--- src/hw/rtl/cacn_pkg.sv ---
// ----------------------------------------------------------------------------
// cacn_pkg
// Shared widths, symbol codes and types for the currency amount speller.
// ----------------------------------------------------------------------------
`default_nettype none

package cacn_pkg;

    // amount and digit geometry
    localparam int AMOUNT_W  = 37;
    localparam int DIGITS    = 12;
    localparam int BCD_W     = 4 * DIGITS;
    localparam int DAB_CNT_W = $clog2(AMOUNT_W);
    localparam int SYM_W     = 5;

    typedef logic [SYM_W-1:0] t_sym;

    // symbol codes
    localparam t_sym SYM_ZERO  = 5'd0;
    localparam t_sym SYM_TEN   = 5'd10;
    localparam t_sym SYM_WAN   = 5'd13;
    localparam t_sym SYM_YI    = 5'd14;
    localparam t_sym SYM_YUAN  = 5'd15;
    localparam t_sym SYM_JIAO  = 5'd16;
    localparam t_sym SYM_FEN   = 5'd17;
    localparam t_sym SYM_WHOLE = 5'd18;

    // converter to speller handoff
    typedef struct packed {
        logic             done;
        logic [BCD_W-1:0] bcd;
    } t_conv;

endpackage

`default_nettype wire

--- src/hw/rtl/cacn_dabble.sv ---
// ----------------------------------------------------------------------------
// cacn_dabble
// Iterative binary to BCD converter, one shift-and-add-3 pass per cycle.
// ----------------------------------------------------------------------------
`default_nettype none

module cacn_dabble (
    input  wire logic                          i_clk,
    input  wire logic                          i_rst_n,
    input  wire logic                          i_start,
    input  wire logic [cacn_pkg::AMOUNT_W-1:0] i_value,
    output logic                               o_busy,
    output cacn_pkg::t_conv                    o_conv
);
    import cacn_pkg::*;

    logic                 r_busy;
    logic                 r_done;
    logic [DAB_CNT_W-1:0] r_cnt;
    logic [AMOUNT_W-1:0]  r_bin;
    logic [BCD_W-1:0]     r_bcd;
    logic [BCD_W-1:0]     bcd_adj;

    // add 3 to every digit of five or more before the shift
    always_comb begin
        for (int i = 0; i < DIGITS; i++) begin
            if (r_bcd[4*i +: 4] >= 4'd5) begin
                bcd_adj[4*i +: 4] = r_bcd[4*i +: 4] + 4'd3;
            end else begin
                bcd_adj[4*i +: 4] = r_bcd[4*i +: 4];
            end
        end
    end

    // sequencer: load, then one bit per cycle
    always_ff @(posedge i_clk) begin
        if (!i_rst_n) begin
            r_busy <= 1'b0;
            r_done <= 1'b0;
            r_cnt  <= '0;
        end else begin
            r_done <= 1'b0;
            if (r_busy) begin
                r_bcd <= {bcd_adj[BCD_W-2:0], r_bin[AMOUNT_W-1]};
                r_bin <= {r_bin[AMOUNT_W-2:0], 1'b0};
                if (r_cnt == DAB_CNT_W'(AMOUNT_W - 1)) begin
                    r_busy <= 1'b0;
                    r_done <= 1'b1;
                end
                r_cnt <= r_cnt + DAB_CNT_W'(1);
            end else if (i_start) begin
                r_busy <= 1'b1;
                r_cnt  <= '0;
                r_bin  <= i_value;
                r_bcd  <= '0;
            end
        end
    end

    assign o_busy      = r_busy;
    assign o_conv.done = r_done;
    assign o_conv.bcd  = r_bcd;

endmodule

`default_nettype wire

--- src/hw/rtl/cacn_speller.sv ---
// ----------------------------------------------------------------------------
// cacn_speller
// Walks the decimal digits group by group and emits one symbol per beat.
// ----------------------------------------------------------------------------
`default_nettype none

module cacn_speller (
    input  wire logic                    i_clk,
    input  wire logic                    i_rst_n,
    input  wire cacn_pkg::t_conv         i_conv,
    output logic                         o_busy,
    output logic                         o_valid,
    input  wire logic                    i_stall,
    output logic [cacn_pkg::SYM_W-1:0]   o_symbol,
    output logic                         o_last
);
    import cacn_pkg::*;

    typedef enum logic [1:0] {S_IDLE, S_POS, S_WORD, S_FRAC} t_state;
    typedef enum logic [1:0] {G_YI, G_WAN, G_UNIT} t_grp;

    t_state           r_state, n_state;
    t_grp             r_grp, n_grp;
    logic [1:0]       r_pos, n_pos;
    logic             r_sub, n_sub;
    logic             r_prev_nz, n_prev_nz;
    logic [BCD_W-1:0] r_work, n_work;
    logic             r_yi_nz, n_yi_nz;
    logic             r_wan_nz, n_wan_nz;
    logic             r_int_nz, n_int_nz;
    logic             r_sep_yi, n_sep_yi;
    logic             r_sep_wan, n_sep_wan;
    t_sym             r_fsym [4];
    t_sym             n_fsym [4];
    logic [1:0]       r_fi, n_fi;
    logic [1:0]       r_flast, n_flast;
    logic             r_ovalid, n_ovalid;
    t_sym             r_symbol, n_symbol;
    logic             r_last, n_last;

    logic [3:0]       dig [DIGITS];
    logic             ld_int_nz;
    logic [3:0]       cur;
    logic             cur_nz;
    logic             lower_nz;
    logic             word_flag;
    t_sym             word_sym;
    logic             sep_flag;
    logic             out_free;
    logic             emit;
    logic             advance;
    t_sym             e_sym;
    logic             e_last;

    // digits of the freshly converted amount
    always_comb begin
        for (int i = 0; i < DIGITS; i++) begin
            dig[i] = i_conv.bcd[4*i +: 4];
        end
        ld_int_nz = (i_conv.bcd[BCD_W-1:8] != '0);
    end

    // current digit sits at the top of the work register
    assign cur      = r_work[BCD_W-1 -: 4];
    assign cur_nz   = (cur != 4'd0);
    assign lower_nz = ((r_pos != 2'd0) && (r_work[BCD_W-5 -: 4] != 4'd0))
                    || (r_pos[1] && (r_work[BCD_W-9 -: 4] != 4'd0))
                    || ((r_pos == 2'd3) && (r_work[BCD_W-13 -: 4] != 4'd0));
    assign out_free = !r_ovalid || !i_stall;

    // group word and separator for the current group
    always_comb begin
        case (r_grp)
            G_YI: begin
                word_flag = r_yi_nz;
                word_sym  = SYM_YI;
                sep_flag  = r_sep_yi;
            end
            G_WAN: begin
                word_flag = r_wan_nz;
                word_sym  = SYM_WAN;
                sep_flag  = r_sep_wan;
            end
            default: begin
                word_flag = r_int_nz;
                word_sym  = SYM_YUAN;
                sep_flag  = 1'b0;
            end
        endcase
    end

    // sequencer next state
    always_comb begin
        n_state   = r_state;
        n_grp     = r_grp;
        n_pos     = r_pos;
        n_sub     = r_sub;
        n_prev_nz = r_prev_nz;
        n_work    = r_work;
        n_yi_nz   = r_yi_nz;
        n_wan_nz  = r_wan_nz;
        n_int_nz  = r_int_nz;
        n_sep_yi  = r_sep_yi;
        n_sep_wan = r_sep_wan;
        n_fsym    = r_fsym;
        n_fi      = r_fi;
        n_flast   = r_flast;
        n_ovalid  = r_ovalid;
        n_symbol  = r_symbol;
        n_last    = r_last;
        emit      = 1'b0;
        e_sym     = SYM_ZERO;
        e_last    = 1'b0;
        advance   = 1'b0;

        if (out_free) begin
            n_ovalid = 1'b0;
        end

        case (r_state)
            S_IDLE: begin
                if (i_conv.done) begin
                    n_state   = S_POS;
                    n_grp     = G_YI;
                    n_pos     = 2'd1;
                    n_sub     = 1'b0;
                    n_prev_nz = 1'b0;
                    n_work    = i_conv.bcd;
                    n_yi_nz   = (dig[10] != 4'd0) || (dig[11] != 4'd0);
                    n_wan_nz  = (i_conv.bcd[39:24] != '0);
                    n_int_nz  = ld_int_nz;
                    n_sep_yi  = n_yi_nz && (dig[9] == 4'd0)
                              && (i_conv.bcd[35:8] != '0);
                    n_sep_wan = n_wan_nz && (dig[5] == 4'd0)
                              && (i_conv.bcd[23:8] != '0);
                    n_fi      = 2'd0;
                    n_fsym[0] = SYM_WHOLE;
                    n_fsym[1] = SYM_WHOLE;
                    n_fsym[2] = SYM_WHOLE;
                    n_fsym[3] = SYM_WHOLE;
                    // jiao and fen tail
                    if ((dig[1] != 4'd0) && (dig[0] != 4'd0)) begin
                        n_fsym[0] = {1'b0, dig[1]};
                        n_fsym[1] = SYM_JIAO;
                        n_fsym[2] = {1'b0, dig[0]};
                        n_fsym[3] = SYM_FEN;
                        n_flast   = 2'd3;
                    end else if (dig[1] != 4'd0) begin
                        n_fsym[0] = {1'b0, dig[1]};
                        n_fsym[1] = SYM_JIAO;
                        n_flast   = 2'd1;
                    end else if ((dig[0] != 4'd0) && ld_int_nz) begin
                        n_fsym[0] = SYM_ZERO;
                        n_fsym[1] = {1'b0, dig[0]};
                        n_fsym[2] = SYM_FEN;
                        n_flast   = 2'd2;
                    end else if (dig[0] != 4'd0) begin
                        n_fsym[0] = {1'b0, dig[0]};
                        n_fsym[1] = SYM_FEN;
                        n_flast   = 2'd1;
                    end else if (!ld_int_nz) begin
                        n_fsym[0] = SYM_ZERO;
                        n_fsym[1] = SYM_YUAN;
                        n_fsym[2] = SYM_WHOLE;
                        n_flast   = 2'd2;
                    end else begin
                        n_flast   = 2'd0;
                    end
                end
            end
            S_POS: begin
                // digit or inner zero, then the digit's mark
                if (r_sub) begin
                    emit  = 1'b1;
                    e_sym = SYM_TEN + {3'd0, r_pos} - 5'd1;
                end else if (cur_nz) begin
                    emit  = 1'b1;
                    e_sym = {1'b0, cur};
                end else if (r_prev_nz && lower_nz) begin
                    emit  = 1'b1;
                    e_sym = SYM_ZERO;
                end
                advance = !emit || out_free;
                if (advance) begin
                    if (!r_sub && cur_nz && (r_pos != 2'd0)) begin
                        n_sub = 1'b1;
                    end else begin
                        n_sub     = 1'b0;
                        n_work    = {r_work[BCD_W-5:0], 4'd0};
                        n_prev_nz = cur_nz;
                        n_pos     = r_pos - 2'd1;
                        if (r_pos == 2'd0) begin
                            n_state = S_WORD;
                        end
                    end
                end
            end
            S_WORD: begin
                // group word, then the separator zero
                if (r_sub) begin
                    emit  = 1'b1;
                    e_sym = SYM_ZERO;
                end else begin
                    emit  = word_flag;
                    e_sym = word_sym;
                end
                advance = !emit || out_free;
                if (advance) begin
                    if (!r_sub && sep_flag) begin
                        n_sub = 1'b1;
                    end else begin
                        n_sub     = 1'b0;
                        n_pos     = 2'd3;
                        n_prev_nz = 1'b0;
                        case (r_grp)
                            G_YI: begin
                                n_grp   = G_WAN;
                                n_state = S_POS;
                            end
                            G_WAN: begin
                                n_grp   = G_UNIT;
                                n_state = S_POS;
                            end
                            default: begin
                                n_fi    = 2'd0;
                                n_state = S_FRAC;
                            end
                        endcase
                    end
                end
            end
            S_FRAC: begin
                emit    = 1'b1;
                e_sym   = r_fsym[r_fi];
                e_last  = (r_fi == r_flast);
                advance = out_free;
                if (advance) begin
                    if (e_last) begin
                        n_state = S_IDLE;
                    end else begin
                        n_fi = r_fi + 2'd1;
                    end
                end
            end
            default: begin
                n_state = S_IDLE;
            end
        endcase

        // output register
        if (emit && out_free) begin
            n_ovalid = 1'b1;
            n_symbol = e_sym;
            n_last   = e_last;
        end
    end

    // state and registered outputs
    always_ff @(posedge i_clk) begin
        if (!i_rst_n) begin
            r_state  <= S_IDLE;
            r_grp    <= G_YI;
            r_pos    <= 2'd0;
            r_sub    <= 1'b0;
            r_fi     <= 2'd0;
            r_ovalid <= 1'b0;
        end else begin
            r_state   <= n_state;
            r_grp     <= n_grp;
            r_pos     <= n_pos;
            r_sub     <= n_sub;
            r_prev_nz <= n_prev_nz;
            r_work    <= n_work;
            r_yi_nz   <= n_yi_nz;
            r_wan_nz  <= n_wan_nz;
            r_int_nz  <= n_int_nz;
            r_sep_yi  <= n_sep_yi;
            r_sep_wan <= n_sep_wan;
            r_fsym    <= n_fsym;
            r_fi      <= n_fi;
            r_flast   <= n_flast;
            r_ovalid  <= n_ovalid;
            r_symbol  <= n_symbol;
            r_last    <= n_last;
        end
    end

    assign o_busy   = (r_state != S_IDLE);
    assign o_valid  = r_ovalid;
    assign o_symbol = r_symbol;
    assign o_last   = r_last;

endmodule

`default_nettype wire

--- src/hw/rtl/currency_amount_to_chinese_numerals_top.sv ---
// ----------------------------------------------------------------------------
// currency_amount_to_chinese_numerals_top
// Spells an amount in cents as a run of Chinese financial-numeral symbols.
//
//   channel  direction  handshake          payload
//   input    in         i_valid / o_stall  i_amount_cents[36:0]
//   output   out        o_valid / i_stall  o_symbol[4:0], o_last
//
// One amount is first converted from binary to BCD (one bit a cycle in the
// shift-and-add-3 unit), then spelled one symbol at a time, with each digit
// position or group word that emits nothing also taking a step of its own.
// o_stall stays high from the accepted beat until the last symbol is in the
// output register. Synchronous reset clears control registers, not data ones.
// Output stalls hold the symbol register and pause the speller.
// ----------------------------------------------------------------------------
`default_nettype none

module currency_amount_to_chinese_numerals_top (
    input  wire logic                          i_clk,
    input  wire logic                          i_rst_n,
    input  wire logic                          i_valid,
    output logic                               o_stall,
    input  wire logic [cacn_pkg::AMOUNT_W-1:0] i_amount_cents,
    output logic                               o_valid,
    input  wire logic                          i_stall,
    output logic [cacn_pkg::SYM_W-1:0]         o_symbol,
    output logic                               o_last
);
    import cacn_pkg::*;

    logic  dab_busy;
    logic  spell_busy;
    logic  start;
    t_conv conv;

    // busy from accept until the speller has handed off its last symbol
    assign o_stall = dab_busy | conv.done | spell_busy;
    assign start   = i_valid && !o_stall;

    cacn_dabble u_dabble (
        .i_clk   (i_clk),
        .i_rst_n (i_rst_n),
        .i_start (start),
        .i_value (i_amount_cents),
        .o_busy  (dab_busy),
        .o_conv  (conv)
    );

    cacn_speller u_speller (
        .i_clk    (i_clk),
        .i_rst_n  (i_rst_n),
        .i_conv   (conv),
        .o_busy   (spell_busy),
        .o_valid  (o_valid),
        .i_stall  (i_stall),
        .o_symbol (o_symbol),
        .o_last   (o_last)
    );

endmodule

`default_nettype wire

--- config.mk ---
export PLATFORM = sky130hd
export DESIGN_NAME = currency_amount_to_chinese_numerals_top
export DESIGN_NICKNAME = d
export VERILOG_FILES = /design/src/hw/rtl/cacn_pkg.sv /design/src/hw/rtl/cacn_dabble.sv /design/src/hw/rtl/cacn_speller.sv /design/src/hw/rtl/currency_amount_to_chinese_numerals_top.sv
export SDC_FILE = /design/constraint.sdc
export NUM_CORES = 1
export LEC_CHECK = 0
export BUFFER_PORTS_ARGS = -buffer_cell sky130_fd_sc_hd__buf_4
export CORE_ASPECT_RATIO = 0.9
export CORE_UTILIZATION = 55
export DETAILED_ROUTE_END_ITERATION = 16
export PLACE_DENSITY = 0.81
export SYNTH_ARGS = -nofsm -noshare
export SYNTH_HDL_FRONTEND = slang
export SYNTH_SLANG_ARGS = --single-unit
--- constraint.sdc ---
create_clock -name i_clk -period 6.1 [get_ports i_clk]
set_input_delay 0.305 -clock i_clk [delete_from_list [all_inputs] [get_ports i_clk]]
set_output_delay 0.305 -clock i_clk [all_outputs]
set_load 0.05 [all_outputs]
After elaboration in Yosys (flattened, before gate mapping)
Cells that the tools add are included.

storage, ports and cells
  logic and storage cells = 240
  output and inout bits = 8
  register bits after elaboration = 185
  input port bits = 41

operators by class
  equal/unequal tests = 18
  reduce and logical (&&, ||, !) cells = 66
  bitwise gates (word level) = 3
  order comparisons = 13
  $add $sub $neg = 17
  multiplexer cells = 94

operator list
  kind                   number
  $mux W48               5
  $pmux W48 S2           1
  $mux W37               2
  $mux W2                26
  $mux W4                13
  $ge A4 B3 Y1 const B   12
  $add A4 B2 Y4 const B  11
  $reduce_bool A40 Y1    1
  $reduce_bool A16 Y1    2
  $reduce_bool A4 Y1     8
  $mux W14               2
  $reduce_bool A28 Y1    1
  $mux W5                5
  $mux W1                21
  $mux W9                2
  $logic_and A1 B1 Y1    15
  $mux W15               1
  $pmux W5 S3            1
  $reduce_and A7 Y1      2
  $mux W6                2
  $pmux W2 S2            3
  $pmux W2 S3            2
  $reduce_bool A2 Y1     6
  $bmux W5 S2            1
  33 further kinds       66

Depth between registers and ports, before layout
  word-level depth = 13
  depth in mapped cells = 12
  mapped depth without buffers = 11

Cells and area by module
Synthesis repeated with hierarchy kept, for this count alone.

unflattened totals
  cells, all modules = 740
  area, all modules = 9250.1 um^2

by module, submodules not included
  module                                   area an instance (um^2)  seq. area each (um^2)  cells an instance  instances
  cacn_dabble                              4840.9                   2712.6                 404                1
  cacn_speller                             4394.2                   2572.5                 334                1
  currency_amount_to_chinese_numerals_top  15.0                     0.0                    2                  1

Worst setup path before layout
No wires, ideal clock.

  path kind = register -> register
  start point = register u_speller.r_state[0]
  end point = register u_dabble.r_bcd[0] (enable)
  library setup time = 0.529 ns
  arrival = 5.026 ns
  buffers on the path = 1
  stages on the path, launching flop included = 8
  required time = 5.571 ns
  setup slack = 0.545 ns
  cells stage by stage = dfxtp_1 > inv_1 > ha_1 > nand2b_1 > or3b_2 > clkbuf_1 > nor2b_1 > nor2_1

on the way
  cells in the longest elaborated chain, start to end = 6

ends and longest elaborated chain
  element                       line                                           source
  start, declared               cacn_speller.sv:22                             t_state r_state, n_state;
  start signal, assigned        cacn_speller.sv:268                            r_state <= n_state;
  $reduce_bool A2 Y1            cacn_speller.sv:288                            assign o_busy = (r_state != S_IDLE);
  $or A1 B1 Y1                  currency_amount_to_chinese_numerals_top.sv:37  assign o_stall = dab_busy | conv.done | spell_busy;
  $logic_not A1 Y1              currency_amount_to_chinese_numerals_top.sv:38  assign start = i_valid && !o_stall;
  $logic_and A1 B1 Y1           currency_amount_to_chinese_numerals_top.sv:38
  $reduce_bool A2 Y1 (no line)  -
  $reduce_and A2 Y1 (no line)   -
  end signal, assigned          cacn_dabble.sv:44                              r_bcd <= {bcd_adj[BCD_W-2:0], r_bin[AMOUNT_W-1]};
  end, declared                 cacn_dabble.sv:21                              logic [BCD_W-1:0] r_bcd;

No other way between the ends.
A chain may end at the register's enable or synchronous reset.

Worst setup path in the final report
  start point = register u_speller.r_state[0]
  end point = register u_dabble.r_bcd[32] (enable)

Same word-level chain as after synthesis.

==> flow_summary.ini <==
[pwr]
p_seq_frac = 0.477
power.leakage_nw = 3.71
comb_power_share = 0.171
p_per_area_mw_per_mm2 = 315
sw_frac_of_total = 0.259
internal_power_mw = 2.41
irDropWorstVdd_mv = 0.239
clockPowerShare = 0.351
switchingPower_mw = 0.843

[worst_setup_path]
crit_arrival_ps = 3790
crit_required_ps = 6190
worstPathCellList = inv_1 > ha_1 > nand2b_1 > or3b_2 > nor2b_1 > nor2_4 > buf_4
cp_max_fo = 41
crit_family = simple AND/OR/NAND/NOR gates
path_buf_inv = 2
cp_slowest_cell = nor2_4
crit_type = flip-flop to flip-flop
reg2reg_slack_ps = 2400
critPathCaptureType = flip-flop
start_kind = flip-flop
max_stage_delay_ps = 910

[sta]
tightest_slew_ps = 1140
relSlewSlack = 0.237
hold_violations = 0
skew_ps = 9.06
period_needed_ps = 3700
fin_ws_ps = 2400
rsz0062_at_grt = no
setup_viol_count_final = 0
fmaxAchievable_mhz = 270
setup_tns_ps = 0
finalHoldWorstSlack_ps = 168
fin_crit_sh = 0.607
slew_viol_final = 0

[worst_hold_path]
worstHoldPathType = input port to flip-flop

[floorplan]
rows = 44
coreArea_mm2 = 0.0162
die_x_um = 138
dieArea_mm2 = 0.0172
initial_core_util = 0.566
io_pins = 49
die_h_um = 125

[cells_and_area]
fin_nets = 893
drive_above_1_share = 0.194
final_area_mm2 = 0.0103
diodes = 0
syn_to_final_growth_pct = 12.5
nFillCells = 1214

[synthesis]
yosys_warnings = 0
ys_types = 59
synth_edf_count = 164
ys.flop_type = edfxtp_1
syn_area_per_cell_um2 = 12.0
ys_seq_area_frac = 0.575
synthArstFlopShare = 0
syn_inst = 768
ys_ff_latch = 182
synth_area_mm2 = 0.00919
synth.net_count = 854

[routing]
drt_iter0_markers = 461
wl_um = 16400
drc = 6
drt_first_pass_iters = 11
final_antenna_net_count = 0
vias = 5737
avgRoutedWirePerCell_um = 16.0
viasPerCell = 5.59

[flow_run]
drv_cap = 0

[clock_tree]
postCtsSetupBuffers = 0
clkLatencyLatePin_ps = 430
cts_sinks = 182
cts_buffers = 17
tritoncts = built
cts_resized = 0
clock-root-buffer = clkbuf_16
cts.clk_slew.worst_paths_ps = 60
clk_path_buf_depth = 2
htree_levels = 4
cts_hold_buffers = 0

[place]
place.detailed.hpwl_um = 10700
place.gp.congestion = 0.842
port_buffers = 48
placed_area_mm2 = 0.00973
pre_cts_slack_ps = 2440

[grt]
first_global_vias = 5551
grt_start_max_net_pins = 98
grt_pass1_wl_um = 27300
antenna_found_initial = 0
grt_overflow = 0
grt_usage = 0.203

[status]
violations = design-rule violations
status = finished, violations left
## logic make-up after synthesis
group | Yosys count | share of synthesized area
simple gates | 232 | 0.130
flops | 182 | 0.575
compound gates | 139 | 0.0951
buf+inv | 81 | 0.0340
mux | 66 | 0.0829
fa+ha+maj | 45 | 0.0613
xor+xnor | 23 | 0.0219
## per-stage QoR
| step | utilization | total power [mW] | cells |
|---|---|---|---|
| after floorplan | - | 2.00 | 768 |
| after CTS | 0.637 | 3.27 | 1027 |
| after global routing | 0.637 | 3.40 | 1027 |
| final | 0.637 | 3.26 | 1027 |
| after global placement | 0.599 | 2.11 | 995 |
| after detailed placement | 0.599 | 2.13 | 995 |
## power groups by stage
stage	combinational, mW	sequential, mW	clock (mW)
detailed placement	0.554	1.58	0
global route	0.626	1.56	1.21
finish	0.558	1.55	1.14
global placement	0.539	1.57	0
floorplan	0.434	1.56	0
CTS	0.561	1.55	1.16
## Yosys cell counts (3+ instances only)
library cell,instances,area [um2]
a211oi_1,3,22.5
a21boi_0,12,90.1
a21o_1,3,22.5
a21oi_1,35,175
and2_1,24,150
buf_1,6,22.5
clkbuf_1,25,93.8
dfxtp_1,18,360
edfxtp_1,164,4920
ha_1,45,563
inv_1,48,180
mux2_2,57,642
mux2i_1,6,60.1
nand2_1,80,300
nand2b_1,19,119
nand3_1,12,60.1
nand4_1,4,25.0
nor2_1,37,139
nor2b_1,13,81.3
nor3_1,4,20.0
nor3b_1,12,90.1
nor4_1,6,37.5
o211a_1,3,30.0
o211ai_1,5,37.5
o21ai_0,54,270
o31ai_1,4,30.0
o32ai_1,3,26.3
or2_2,6,37.5
xnor2_1,14,123
xor2_1,9,78.8
## placed cells by master, fill, tap and decap left out, types with 14 or more instances in the layout
cell / netlist / final
a21oi_1: 35 / 35
and2_1: 24 / 24
buf_4: 0 / 53
clkbuf_16: 0 / 17
dfxtp_1: 18 / 17
edfxtp_1: 164 / 164
ha_1: 45 / 44
inv_1: 48 / 48
mux2_2: 57 / 57
nand2_1: 80 / 80
nand2b_1: 19 / 19
nor2_1: 37 / 36
o21ai_0: 54 / 54
xnor2_1: 14 / 14
## sequential cells by signal, summed over array words and instances (netlist names)
signal / count
u_speller.r_state: 2
u_speller.r_int_nz: 1
u_speller.r_sub: 1
u_dabble.r_cnt: 6
u_speller.r_fi: 2
u_speller.r_yi_nz: 1
u_speller.r_flast: 2
u_speller.r_sep_yi: 1
u_speller.r_prev_nz: 1
u_speller.o_valid: 1
u_speller.r_pos: 2
u_dabble.r_bcd: 48
u_speller.r_wan_nz: 1
u_speller.o_last: 1
u_speller.r_work: 48
u_dabble.o_busy: 1
u_dabble.r_bin: 37
u_speller.o_symbol: 5
u_dabble.r_done: 1
u_speller.r_sep_wan: 1
u_speller.r_grp: 2
u_speller.r_fsym: 17
## metal layers
metal,global-route usage,vias up,wire (um)
met2,0.326,147,7800
met4,0.0760,0,263
met5,0,-,0
li1,-,2829,-
met3,0.0523,26,813
met1,0.267,2735,7550
## path summary, 6_finish.rpt
| check | from | endpoint | depth (start not counted) |
|---|---|---|---|
| hold reg to reg | u_dabble.r_cnt[4]$_SDFFE_PN0N_ | u_dabble.r_cnt[4]$_SDFFE_PN0N_ | 2 |
| setup reg to reg | u_speller.r_state[0]$_SDFFE_PN0P_ | u_dabble.r_bcd[32]$_SDFFCE_PN0P_ | 7 |
| setup / recovery | u_speller.r_state[0]$_SDFFE_PN0P_ | u_dabble.r_bcd[32]$_SDFFCE_PN0P_ | 7 |
| hold / removal | i_amount_cents[0] | u_dabble.r_bin[0]$_SDFFCE_PP0P_ | 2 |
## final cells by class
class,count,area [um2],area share
multi-input cells,505,3600,0.349
inverters,48,180,0.0174
clock buffers,18,429,0.0415
flip-flops and latches,182,5290,0.511
repair buffers,53,398,0.0385
well taps,207,259,0.0250
clock inverters,14,183,0.0177
Power figures use the tool's default switching activity.
